## src/rtl/aoc_pkg.sv

```systemverilog
// ----------------------------------------------------------------------------
// aoc_pkg
// Shared widths and types for the alpha-over compositor pipeline.
// ----------------------------------------------------------------------------
`default_nettype none

package aoc_pkg;

  localparam int ChanW    = 8;
  localparam int NumChan  = 3;
  localparam int WeightW  = 2 * ChanW;
  localparam int SumW     = 2 * ChanW;
  localparam int NumW     = 3 * ChanW;
  localparam int DivSteps = ChanW;

  localparam logic [ChanW-1:0] ChanMax = '1;

  typedef logic [ChanW-1:0] chan_t;

  typedef struct packed {
    logic [NumChan-1:0][NumW-1:0]  rem;
    logic [NumChan-1:0][ChanW-1:0] quo;
    logic [SumW-1:0]               sum;
    logic [ChanW-1:0]              alpha;
  } aoc_div_t;

endpackage

`default_nettype wire

```

## src/rtl/aoc_in_if.sv

```systemverilog
// ----------------------------------------------------------------------------
// aoc_in_if
// Pixel pair channel: foreground and background RGBA with valid/ready.
// ----------------------------------------------------------------------------
`default_nettype none

interface aoc_in_if
  import aoc_pkg::*;
();

  logic  valid;
  logic  ready;
  chan_t fg_red;
  chan_t fg_green;
  chan_t fg_blue;
  chan_t fg_alpha;
  chan_t bg_red;
  chan_t bg_green;
  chan_t bg_blue;
  chan_t bg_alpha;

  modport source (
    output valid, fg_red, fg_green, fg_blue, fg_alpha,
           bg_red, bg_green, bg_blue, bg_alpha,
    input  ready
  );

  modport sink (
    input  valid, fg_red, fg_green, fg_blue, fg_alpha,
           bg_red, bg_green, bg_blue, bg_alpha,
    output ready
  );

endinterface

`default_nettype wire

```

## src/rtl/aoc_out_if.sv

```systemverilog
// ----------------------------------------------------------------------------
// aoc_out_if
// Composite pixel channel: RGBA with valid/ready.
// ----------------------------------------------------------------------------
`default_nettype none

interface aoc_out_if
  import aoc_pkg::*;
();

  logic  valid;
  logic  ready;
  chan_t out_red;
  chan_t out_green;
  chan_t out_blue;
  chan_t out_alpha;

  modport source (
    output valid, out_red, out_green, out_blue, out_alpha,
    input  ready
  );

  modport sink (
    input  valid, out_red, out_green, out_blue, out_alpha,
    output ready
  );

endinterface

`default_nettype wire

```

## src/rtl/aoc_divider.sv

```systemverilog
// ----------------------------------------------------------------------------
// aoc_divider
// Pipelined restoring divider, one quotient bit per stage, three channels
// sharing one divisor.
// ----------------------------------------------------------------------------
`default_nettype none

module aoc_divider
  import aoc_pkg::*;
(
  input  wire logic     clk_i,
  input  wire logic     rst_ni,
  input  wire logic     valid_i,
  output logic          ready_o,
  input  wire aoc_div_t data_i,
  output logic          valid_o,
  input  wire logic     ready_i,
  output aoc_div_t      data_o
);

  aoc_div_t                stg_in [DivSteps];
  aoc_div_t                stg_d  [DivSteps];
  aoc_div_t                stg_q  [DivSteps];
  logic     [DivSteps-1:0] vld_q;
  logic     [DivSteps-1:0] en;

  // Stall chain: a stage may load when empty or when its successor loads.
  always_comb begin
    en[DivSteps-1] = !vld_q[DivSteps-1] || ready_i;
    for (int i = DivSteps - 2; i >= 0; i--) begin
      en[i] = !vld_q[i] || en[i+1];
    end
  end

  for (genvar i = 0; i < DivSteps; i++) begin : g_stage
    localparam int Sh = DivSteps - 1 - i;

    logic [NumW-1:0] dvs;
    logic            vin;

    if (i == 0) begin : g_first
      assign stg_in[i] = data_i;
      assign vin       = valid_i;
    end else begin : g_next
      assign stg_in[i] = stg_q[i-1];
      assign vin       = vld_q[i-1];
    end

    assign dvs = NumW'(stg_in[i].sum) << Sh;

    always_comb begin
      stg_d[i] = stg_in[i];
      for (int c = 0; c < NumChan; c++) begin
        if (stg_in[i].rem[c] >= dvs) begin
          stg_d[i].rem[c]     = stg_in[i].rem[c] - dvs;
          stg_d[i].quo[c][Sh] = 1'b1;
        end
      end
    end

    always_ff @(posedge clk_i or negedge rst_ni) begin
      if (!rst_ni) begin
        vld_q[i] <= 1'b0;
      end else if (en[i]) begin
        vld_q[i] <= vin;
      end
    end

    always_ff @(posedge clk_i) begin
      if (en[i]) begin
        stg_q[i] <= stg_d[i];
      end
    end
  end

  assign ready_o = en[0];
  assign valid_o = vld_q[DivSteps-1];
  assign data_o  = stg_q[DivSteps-1];

endmodule

`default_nettype wire

```

## src/rtl/alpha_over_compositor.sv

```systemverilog
// ----------------------------------------------------------------------------
// alpha_over_compositor
// Porter-Duff over with straight alpha, exact integer quotients.
// ----------------------------------------------------------------------------
// Pipeline: 3 weight and sum stages, then 8 divider stages, one quotient
//   bit each. Throughput: one pixel per cycle while the sink is ready;
//   every stage loads when empty or draining.
// Reset: asynchronous, active low; clears the valid bits only.
// ----------------------------------------------------------------------------
`default_nettype none

module alpha_over_compositor
  import aoc_pkg::*;
(
  input  wire logic clk_i,
  input  wire logic rst_ni,
  aoc_in_if.sink    pix_i,
  aoc_out_if.source pix_o
);

  // stage 1: weights
  logic                            v1_q;
  logic [NumChan-1:0][ChanW-1:0]   cf1_q, cb1_q;
  logic [WeightW-1:0]              wf1_q, wb1_q;
  logic [WeightW-1:0]              wf1_d, wb1_d;

  // stage 2: products and weight sum
  logic                            v2_q;
  logic [NumChan-1:0][NumW-1:0]    pf2_q, pb2_q;
  logic [SumW-1:0]                 sum2_q;

  // stage 3: numerators and alpha
  logic                            v3_q;
  aoc_div_t                        s3_q, s3_d;
  logic [SumW:0]                   alpha_t;

  logic                            en1, en2, en3;
  logic                            div_ready;
  logic                            div_valid;
  aoc_div_t                        div_out;
  logic                            div_zero;

  assign en3         = !v3_q || div_ready;
  assign en2         = !v2_q || en3;
  assign en1         = !v1_q || en2;
  assign pix_i.ready = en1;

  assign wf1_d = {pix_i.fg_alpha, ChanW'(0)} - WeightW'(pix_i.fg_alpha);
  assign wb1_d = WeightW'(pix_i.bg_alpha) * WeightW'(ChanMax - pix_i.fg_alpha);

  always_ff @(posedge clk_i or negedge rst_ni) begin
    if (!rst_ni) begin
      v1_q <= 1'b0;
      v2_q <= 1'b0;
      v3_q <= 1'b0;
    end else begin
      if (en1) begin
        v1_q <= pix_i.valid;
      end
      if (en2) begin
        v2_q <= v1_q;
      end
      if (en3) begin
        v3_q <= v2_q;
      end
    end
  end

  always_ff @(posedge clk_i) begin
    if (en1) begin
      cf1_q <= {pix_i.fg_blue, pix_i.fg_green, pix_i.fg_red};
      cb1_q <= {pix_i.bg_blue, pix_i.bg_green, pix_i.bg_red};
      wf1_q <= wf1_d;
      wb1_q <= wb1_d;
    end
    if (en2) begin
      sum2_q <= SumW'(wf1_q + wb1_q);
      for (int c = 0; c < NumChan; c++) begin
        pf2_q[c] <= NumW'(cf1_q[c]) * NumW'(wf1_q);
        pb2_q[c] <= NumW'(cb1_q[c]) * NumW'(wb1_q);
      end
    end
    if (en3) begin
      s3_q <= s3_d;
    end
  end

  // floor(sum / 255) for sums up to 255 * 255
  assign alpha_t = (SumW+1)'(sum2_q) + (SumW+1)'(1) + (SumW+1)'(sum2_q >> ChanW);

  always_comb begin
    s3_d.sum   = sum2_q;
    s3_d.alpha = alpha_t[SumW-1:ChanW];
    s3_d.quo   = '0;
    for (int c = 0; c < NumChan; c++) begin
      s3_d.rem[c] = pf2_q[c] + pb2_q[c];
    end
  end

  aoc_divider u_div (
    .clk_i   (clk_i),
    .rst_ni  (rst_ni),
    .valid_i (v3_q),
    .ready_o (div_ready),
    .data_i  (s3_q),
    .valid_o (div_valid),
    .ready_i (pix_o.ready),
    .data_o  (div_out)
  );

  // drop colors when the result is fully transparent
  assign div_zero        = (div_out.sum == '0);
  assign pix_o.valid     = div_valid;
  assign pix_o.out_red   = div_zero ? '0 : div_out.quo[0];
  assign pix_o.out_green = div_zero ? '0 : div_out.quo[1];
  assign pix_o.out_blue  = div_zero ? '0 : div_out.quo[2];
  assign pix_o.out_alpha = div_out.alpha;

  a_zero_sum_zero_num: assert property (@(posedge clk_i) disable iff (!rst_ni)
    v3_q && (s3_q.sum == '0) |-> (s3_q.rem == '0))
    else $error("zero weight sum with nonzero numerator");

  a_stall_means_full: assert property (@(posedge clk_i) disable iff (!rst_ni)
    !pix_i.ready |-> v1_q && v2_q && v3_q)
    else $error("input stalled while a front stage is empty");

  a_div_remainder: assert property (@(posedge clk_i) disable iff (!rst_ni)
    div_valid && !div_zero |->
      (div_out.rem[0] < NumW'(div_out.sum)) &&
      (div_out.rem[1] < NumW'(div_out.sum)) &&
      (div_out.rem[2] < NumW'(div_out.sum)))
    else $error("divider remainder not below divisor");

endmodule

`default_nettype wire

```

## src/flat_wrapper.sv

```systemverilog
// flat-port wrapper written by rule: the top's interface ports become plain ports
module alpha_over_compositor_flat import aoc_pkg::*;
  (clk_i, rst_ni, pix_i_valid, pix_i_fg_red, pix_i_fg_green, pix_i_fg_blue, pix_i_fg_alpha, pix_i_bg_red, pix_i_bg_green, pix_i_bg_blue, pix_i_bg_alpha, pix_i_ready, pix_o_valid, pix_o_out_red, pix_o_out_green, pix_o_out_blue, pix_o_out_alpha, pix_o_ready);
  aoc_in_if pix_i_i ();
  aoc_out_if pix_o_i ();
  input  wire logic clk_i;
  input  wire logic rst_ni;
  input wire logic [$bits(pix_i_i.valid)-1:0] pix_i_valid;
  input wire logic [$bits(pix_i_i.fg_red)-1:0] pix_i_fg_red;
  input wire logic [$bits(pix_i_i.fg_green)-1:0] pix_i_fg_green;
  input wire logic [$bits(pix_i_i.fg_blue)-1:0] pix_i_fg_blue;
  input wire logic [$bits(pix_i_i.fg_alpha)-1:0] pix_i_fg_alpha;
  input wire logic [$bits(pix_i_i.bg_red)-1:0] pix_i_bg_red;
  input wire logic [$bits(pix_i_i.bg_green)-1:0] pix_i_bg_green;
  input wire logic [$bits(pix_i_i.bg_blue)-1:0] pix_i_bg_blue;
  input wire logic [$bits(pix_i_i.bg_alpha)-1:0] pix_i_bg_alpha;
  output wire logic [$bits(pix_i_i.ready)-1:0] pix_i_ready;
  output wire logic [$bits(pix_o_i.valid)-1:0] pix_o_valid;
  output wire logic [$bits(pix_o_i.out_red)-1:0] pix_o_out_red;
  output wire logic [$bits(pix_o_i.out_green)-1:0] pix_o_out_green;
  output wire logic [$bits(pix_o_i.out_blue)-1:0] pix_o_out_blue;
  output wire logic [$bits(pix_o_i.out_alpha)-1:0] pix_o_out_alpha;
  input wire logic [$bits(pix_o_i.ready)-1:0] pix_o_ready;
  assign pix_i_i.valid = pix_i_valid;
  assign pix_i_i.fg_red = pix_i_fg_red;
  assign pix_i_i.fg_green = pix_i_fg_green;
  assign pix_i_i.fg_blue = pix_i_fg_blue;
  assign pix_i_i.fg_alpha = pix_i_fg_alpha;
  assign pix_i_i.bg_red = pix_i_bg_red;
  assign pix_i_i.bg_green = pix_i_bg_green;
  assign pix_i_i.bg_blue = pix_i_bg_blue;
  assign pix_i_i.bg_alpha = pix_i_bg_alpha;
  assign pix_i_ready = pix_i_i.ready;
  assign pix_o_valid = pix_o_i.valid;
  assign pix_o_out_red = pix_o_i.out_red;
  assign pix_o_out_green = pix_o_i.out_green;
  assign pix_o_out_blue = pix_o_i.out_blue;
  assign pix_o_out_alpha = pix_o_i.out_alpha;
  assign pix_o_i.ready = pix_o_ready;
  alpha_over_compositor u_core (.clk_i(clk_i), .rst_ni(rst_ni), .pix_i(pix_i_i), .pix_o(pix_o_i));
endmodule
```

## config.mk

```make
export PLATFORM = sky130hd
export DESIGN_NAME = alpha_over_compositor_flat
export DESIGN_NICKNAME = d
export VERILOG_FILES = /design/src/rtl/aoc_pkg.sv /design/src/rtl/aoc_in_if.sv /design/src/rtl/aoc_out_if.sv /design/src/rtl/aoc_divider.sv /design/src/rtl/alpha_over_compositor.sv /design/src/flat_wrapper.sv
export SDC_FILE = /design/constraint.sdc
export NUM_CORES = 2
export LEC_CHECK = 0
export ABC_AREA = 1
export BUFFER_PORTS_ARGS = -buffer_cell sky130_fd_sc_hd__clkbuf_2
export CAP_MARGIN = 25
export CORE_ASPECT_RATIO = 0.7
export CORE_MARGIN = 2
export CORE_UTILIZATION = 30
export CTS_BUF_LIST = sky130_fd_sc_hd__clkbuf_4
export DETAILED_ROUTE_END_ITERATION = 6
export HOLD_SLACK_MARGIN = 0.05
export SETUP_SLACK_MARGIN = 0.5
export SLEW_MARGIN = 20
export SYNTH_ARGS = -nofsm -noshare
export SYNTH_HDL_FRONTEND = slang
export SYNTH_SLANG_ARGS = --single-unit
```

## constraint.sdc

```tcl
create_clock -name clk_i -period 24.3 [get_ports clk_i]
set_input_delay 4.86 -clock clk_i [delete_from_list [all_inputs] [get_ports clk_i]]
set_output_delay 4.86 -clock clk_i [all_outputs]
set_load 0.005 [all_outputs]
```

# ---- After elaboration in Yosys (flattened, before gate mapping)
# Memory sizes are Yosys's and may differ from the RTL's.
# Cells that the tools add are included.
dict set report totals {
  ff_bits 347
  mem_bits_rw 960
  input_bits 68
  wordCells 185
  n_memories 1
}
dict set report classes {
  n_addsub 32
  n_mul 7
  n_lt_le_gt_ge 24
  muxes 67
  n_reduce_logical 23
}
# memory depth width read_ports rd_clocked_by_memory_dff write_ports line_no
set mem_list {}
lappend mem_list {u_core.u_div.stg_q 8 120 8 0 8 aoc_divider.sv:23} ;# aoc_div_t stg_q [DivSteps];
# operator count
set op_table {}
lappend op_table {{$mux 24} 24}
lappend op_table {{$mul 8x16->24} 6}
lappend op_table {{$add 24x24->24} 3}
lappend op_table {{$ge 24x16->1} 3}
lappend op_table {{$ge 24x17->1} 3}
lappend op_table {{$ge 24x18->1} 3}
lappend op_table {{$ge 24x19->1} 3}
lappend op_table {{$ge 24x20->1} 3}
lappend op_table {{$ge 24x21->1} 3}
lappend op_table {{$ge 24x22->1} 3}
lappend op_table {{$ge 24x23->1} 3}
lappend op_table {{$sub 24x16->24} 3}
lappend op_table {{$sub 24x17->24} 3}
lappend op_table {{$sub 24x18->24} 3}
lappend op_table {{$sub 24x19->24} 3}
lappend op_table {{$sub 24x20->24} 3}
lappend op_table {{$sub 24x21->24} 3}
lappend op_table {{$sub 24x22->24} 3}
lappend op_table {{$sub 24x23->24} 3}
lappend op_table {{$mux 1} 40}
lappend op_table {{$mux 8} 3}
lappend op_table {{$add 16x1->16 const B} 1}
lappend op_table {{$add 16x16->16} 1}
lappend op_table {{$add 16x8->16} 1}
lappend op_table {{other kinds (6)} 26}

# ---- Logic depth before layout (Yosys ltp)
dict set report depth {
  ltp_word 12
  mapped_depth 23
  mapped_depth_nobuf 21
}

# ---- Cells and area by module
# A second synthesis with hierarchy kept.
dict set report hier_totals {
  cells_unflattened 14641
  hier_area_um2 111059.0
}
# module n_inst cells_each area_each_um2
set by_module_without_submodules {}
lappend by_module_without_submodules {aoc_divider 1 8213 63977.6}
lappend by_module_without_submodules {alpha_over_compositor 1 6428 47081.4}

# ---- Worst setup path after synthesis
# Ideal clock, no wire load.
dict set report synth_timing {
  path_kind {input to output}
  startpoint {input pix_o_ready}
  endpoint {output pix_i_ready}
  arrival_ns 15.071
  path_slack_ns 4.369
  cell_stages 6
  cell_sequence {nor2_4 > nand4_1 > nor2_1 > nand3_1 > nor2_2 > nand4_1}
}
dict set report synth_between {
  elab_chain_len 11
}
# item line_no
set synth_rtl {}
lappend synth_rtl {{start, declared} flat_wrapper.sv:23} ;# input wire logic [$bits(pix_o_i.ready)-1:0] pix_o_ready;
lappend synth_rtl {{$logic_or 1x1->1} aoc_divider.sv:29} ;# en[DivSteps-1] = !vld_q[DivSteps-1] || ready_i;
lappend synth_rtl {{$logic_or 1x1->1 (3 in a row)} aoc_divider.sv:31} ;# en[i] = !vld_q[i] || en[i+1];
lappend synth_rtl {{net u_core.u_div.en[4]} aoc_divider.sv:25} ;# logic [DivSteps-1:0] en;
lappend synth_rtl {{$logic_or 1x1->1 (3 in a row)} aoc_divider.sv:31}
lappend synth_rtl {{net u_core.u_div.en[1]} aoc_divider.sv:25}
lappend synth_rtl {{$logic_or 1x1->1} aoc_divider.sv:31}
lappend synth_rtl {{$logic_or 1x1->1} alpha_over_compositor.sv:43} ;# assign en3 = !v3_q || div_ready;
lappend synth_rtl {{$logic_or 1x1->1} alpha_over_compositor.sv:44} ;# assign en2 = !v2_q || en3;
lappend synth_rtl {{$logic_or 1x1->1} alpha_over_compositor.sv:45} ;# assign en1 = !v1_q || en2;
lappend synth_rtl {{end, declared} flat_wrapper.sv:17} ;# output wire logic [$bits(pix_i_i.ready)-1:0] pix_i_ready;
# The timed path passes the listed nets, and every way through them passes these cells.

# ---- Worst setup path after layout
# Ends and elaborated chain as after synthesis.

==> summary.md <==
| Metric | Value |
|---|---|
| Status | finished, violations left |
| Failing checks | design-rule violations |
| Worst-path clk slew | about 0.08 ns |
| Overflow left after global routing | 0 |
| Clock buffer depth | 4 |
| Async SR Flop Fraction | 0.956% |
| H-tree Lvls | 5 |
| Worst Hold Class | flop to flop |
| Initial antenna violation count | 18 |
| Slew headroom | about 24% |
| Reg2reg setup slack | 19.09 ns |
| Die height | 492 um |
| Die ar. | ~350000 sq um |
| Clock Latency Late Sink | 1.30 ns |
| First DRT Iteration DRCs | 9030 |
| Routed wire length | 312000 um |
| Die X-Extent | about 700 um |
| Fillers | around 36000 |
| Core area | 340000 sq um |
| Syn avg cell area | around 7.6 sq um |
| Fmax | 0.0742 GHz |
| Slew of the pin with the lowest slew margin | 1.13 ns |
| Multi-input logic area | 55400 sq um |
| Post-synthesis cell type count | 48 |
| All-layer global routing usage | 17.7% |
| Gate Count Post-Synth | 13500 |
| Setup crit end kind | output port |
| Initial Util | 30.1% |
| Yosys top cell area share | 33.5% |
| Synth-to-layout area growth | 9.03% |
| Detail Placement HPWL | 248000 um |
| Final period utilization | roughly 55% |
| Most instantiated cells after synthesis | 4782 x nand2_1, 2947 x inv_1, 1140 x edfxtp_1 |
| Post-cts hold buffer count | 0 |
| Main flop type after synthesis | edfxtp_1 |
| CP max FO | between 40 and 50 |
| Post-CTS Setup Repair Bufs | 0 |
| Setup CP Type | primary input to output port |
| Ys Warns | 0 |
| Arr. time, crit path | 8.62 ns |
| Post-route ant nets | 0 |
| Synth area leaders | edfxtp_1 33%, nand2_1 18%, fa_1 11%, inv_1 11%, ha_1 9.5% |
| Final Hold Fails | 0 |
| CTS buffer count | 295 |
| DR vias | 85600 |
| Root Driver | clkbuf_4 |
| Max-cap violations | 0 |
| Crit start category | primary input |
| Drt wl/cell | 16.9 um |
| Fraction of layout cells with a size suffix above 1 | 5.31% |
| Reg area | approximately 35000 sq um |
| Yosys top cell by area | edfxtp_1 |
| Net count after synthesis | 14900 |
| #FFs+latches synth | 1151 |
| RSZ-0062 raised after global routing | no |
| Pin count of the biggest net entering global routing | 80 |
| Routability cong. | 0.952 |
| Initial DRT Pass Iterations | 7 |
| First-pass GRT wire length | 474000 um |
| Clock sink count | approximately 1200 |
| CTS tree | yes |
| Number of synthesized flops with an enable pin | around 1100 |
| Clock Skews | 0.130 ns |
| Number of global-route vias before repair | 78500 |
| Vias/cell | 4.63 |
| Final core utilization | 32.8% |
| Layout net count | 15200 |
| Row count | 179 |
| Final setup violation count | 0 |
| Seq/Total Area, Yosys | 33.8% |
| IO buf count | 101 |
| Min cycle time layout | 13.48 ns |
| Total I/O pin count | approximately 100 |
| Max-slew violation count | 0 |
| Post-CTS Resized | 0 |
| Mapped Area | 102000 sq um |
| Number of remaining DRC errors | 1 |
| Count leader, synth | nand2_1 |
| Setup TNS Final | 0 ns |
| Critical Path RT | slightly below 20 ns |
sequential cells by signal, indices dropped and copies added, names as in the netlist, 7 cells and up:
register	count
u_core.cb1_q	24
u_core.cf1_q	24
u_core.pb2_q	72
u_core.pf2_q	72
u_core.s3_q	96
u_core.sum2_q	16
u_core.u_div.g_stage.vin	7
u_core.u_div.stg_q	804
u_core.wb1_q	16
u_core.wf1_q	16
cell usage in the layout, fill, tap and decap left out, types with 12 or more instances in the layout:
cell type,n
ha_1,776
buf_4,53
xor2_1,253
nor4_1,18
clkinv_2,32
nor2_2,24
a21oi_2,15
nand4_1,131
nand2_1,4779
o21bai_1,17
xnor2_1,98
a21o_1,12
fa_1,565
edfxtp_1,1140
a21oi_1,528
clkbuf_2,101
clkbuf_4,404
nand2_2,17
nand3b_1,46
o21ai_1,16
clkinv_1,45
nand3_1,648
nor2_1,850
inv_2,22
o21ai_0,206
and2_1,25
nor3_1,75
inv_1,2944
stage by stage:
| step | cell area (sq um) | setup slack [ns] | hold WS (ns) | cells |
|---|---|---|---|---|
| 2_1_floorplan | 102000 | 4.37 | 0.400 | 13500 |
| 6_report | 111000 | 10.82 | 0.339 | 18500 |
| 5_1_grt | 111000 | 10.47 | 0.373 | 18500 |
| 3_5_place_dp | 108000 | 10.71 | 0.405 | 18000 |
| 4_1_cts | 111000 | 10.72 | 0.363 | 18500 |
| 3_3_place_gp | 108000 | 10.78 | 0.401 | 18000 |
per-layer routing:
metal / global-route usage, % / wire [um]
met5: 0 / 72
met4: 2.84 / 4900
met3: 3.36 / 29300
met2: 24.2 / 119000
met1: 28.6 / 158000
final timing paths:
| path | startpoint | to | cells past startpoint |
|---|---|---|---|
| worst max register to register | u_core.u_div.valid_o | u_core.cf1_q[12] | 10 |
| max in group asynchronous | rst_ni | u_core.v3_q | 1 |
| worst min-delay path | u_core.u_div.stg_q[1][38] | u_core.u_div.stg_q[1][158] | 0 |
| worst min register to register | u_core.u_div.stg_q[1][38] | u_core.u_div.stg_q[1][158] | 0 |
| min in group asynchronous | rst_ni | u_core.u_div.g_stage[2].vin | 1 |
| worst max-delay path | pix_o_ready | pix_i_ready | 9 |
kinds of logic after synthesis:
family          Yosys count  synth area share, %
xor+xnor                351                 3.01
fa+ha+maj              1341                 20.6
buf+inv                3207                 12.1
simple gates           6657                 26.3
compound gates          820                 4.23
flops                  1151                 33.8
final cells by class:
class | instances | area share [%]
Antenna cell | 9 | 0.0202
Multi-Input combinational cell | 9169 | 49.7
Tap cell | 4525 | 5.08
Clock buffer | 404 | 2.72
Timing Repair Buffer | 164 | 0.958
Inverter | 2966 | 9.99
Clock inverter | 93 | 0.559
Sequential cell | 1151 | 31.0
critical path: stages:
cell      delay (ns)
clkbuf_2        0.11
nor2_4          0.22
nand4_1         0.13
buf_4           0.39
nor2_1          0.55
nand3_4         0.70
nor2_2          0.68
nand4_1         0.64
clkbuf_2        0.30
Power is left out: the tool's default activity adds up to more than one toggle a clock period on the data nets, which glitch-free logic cannot reach.
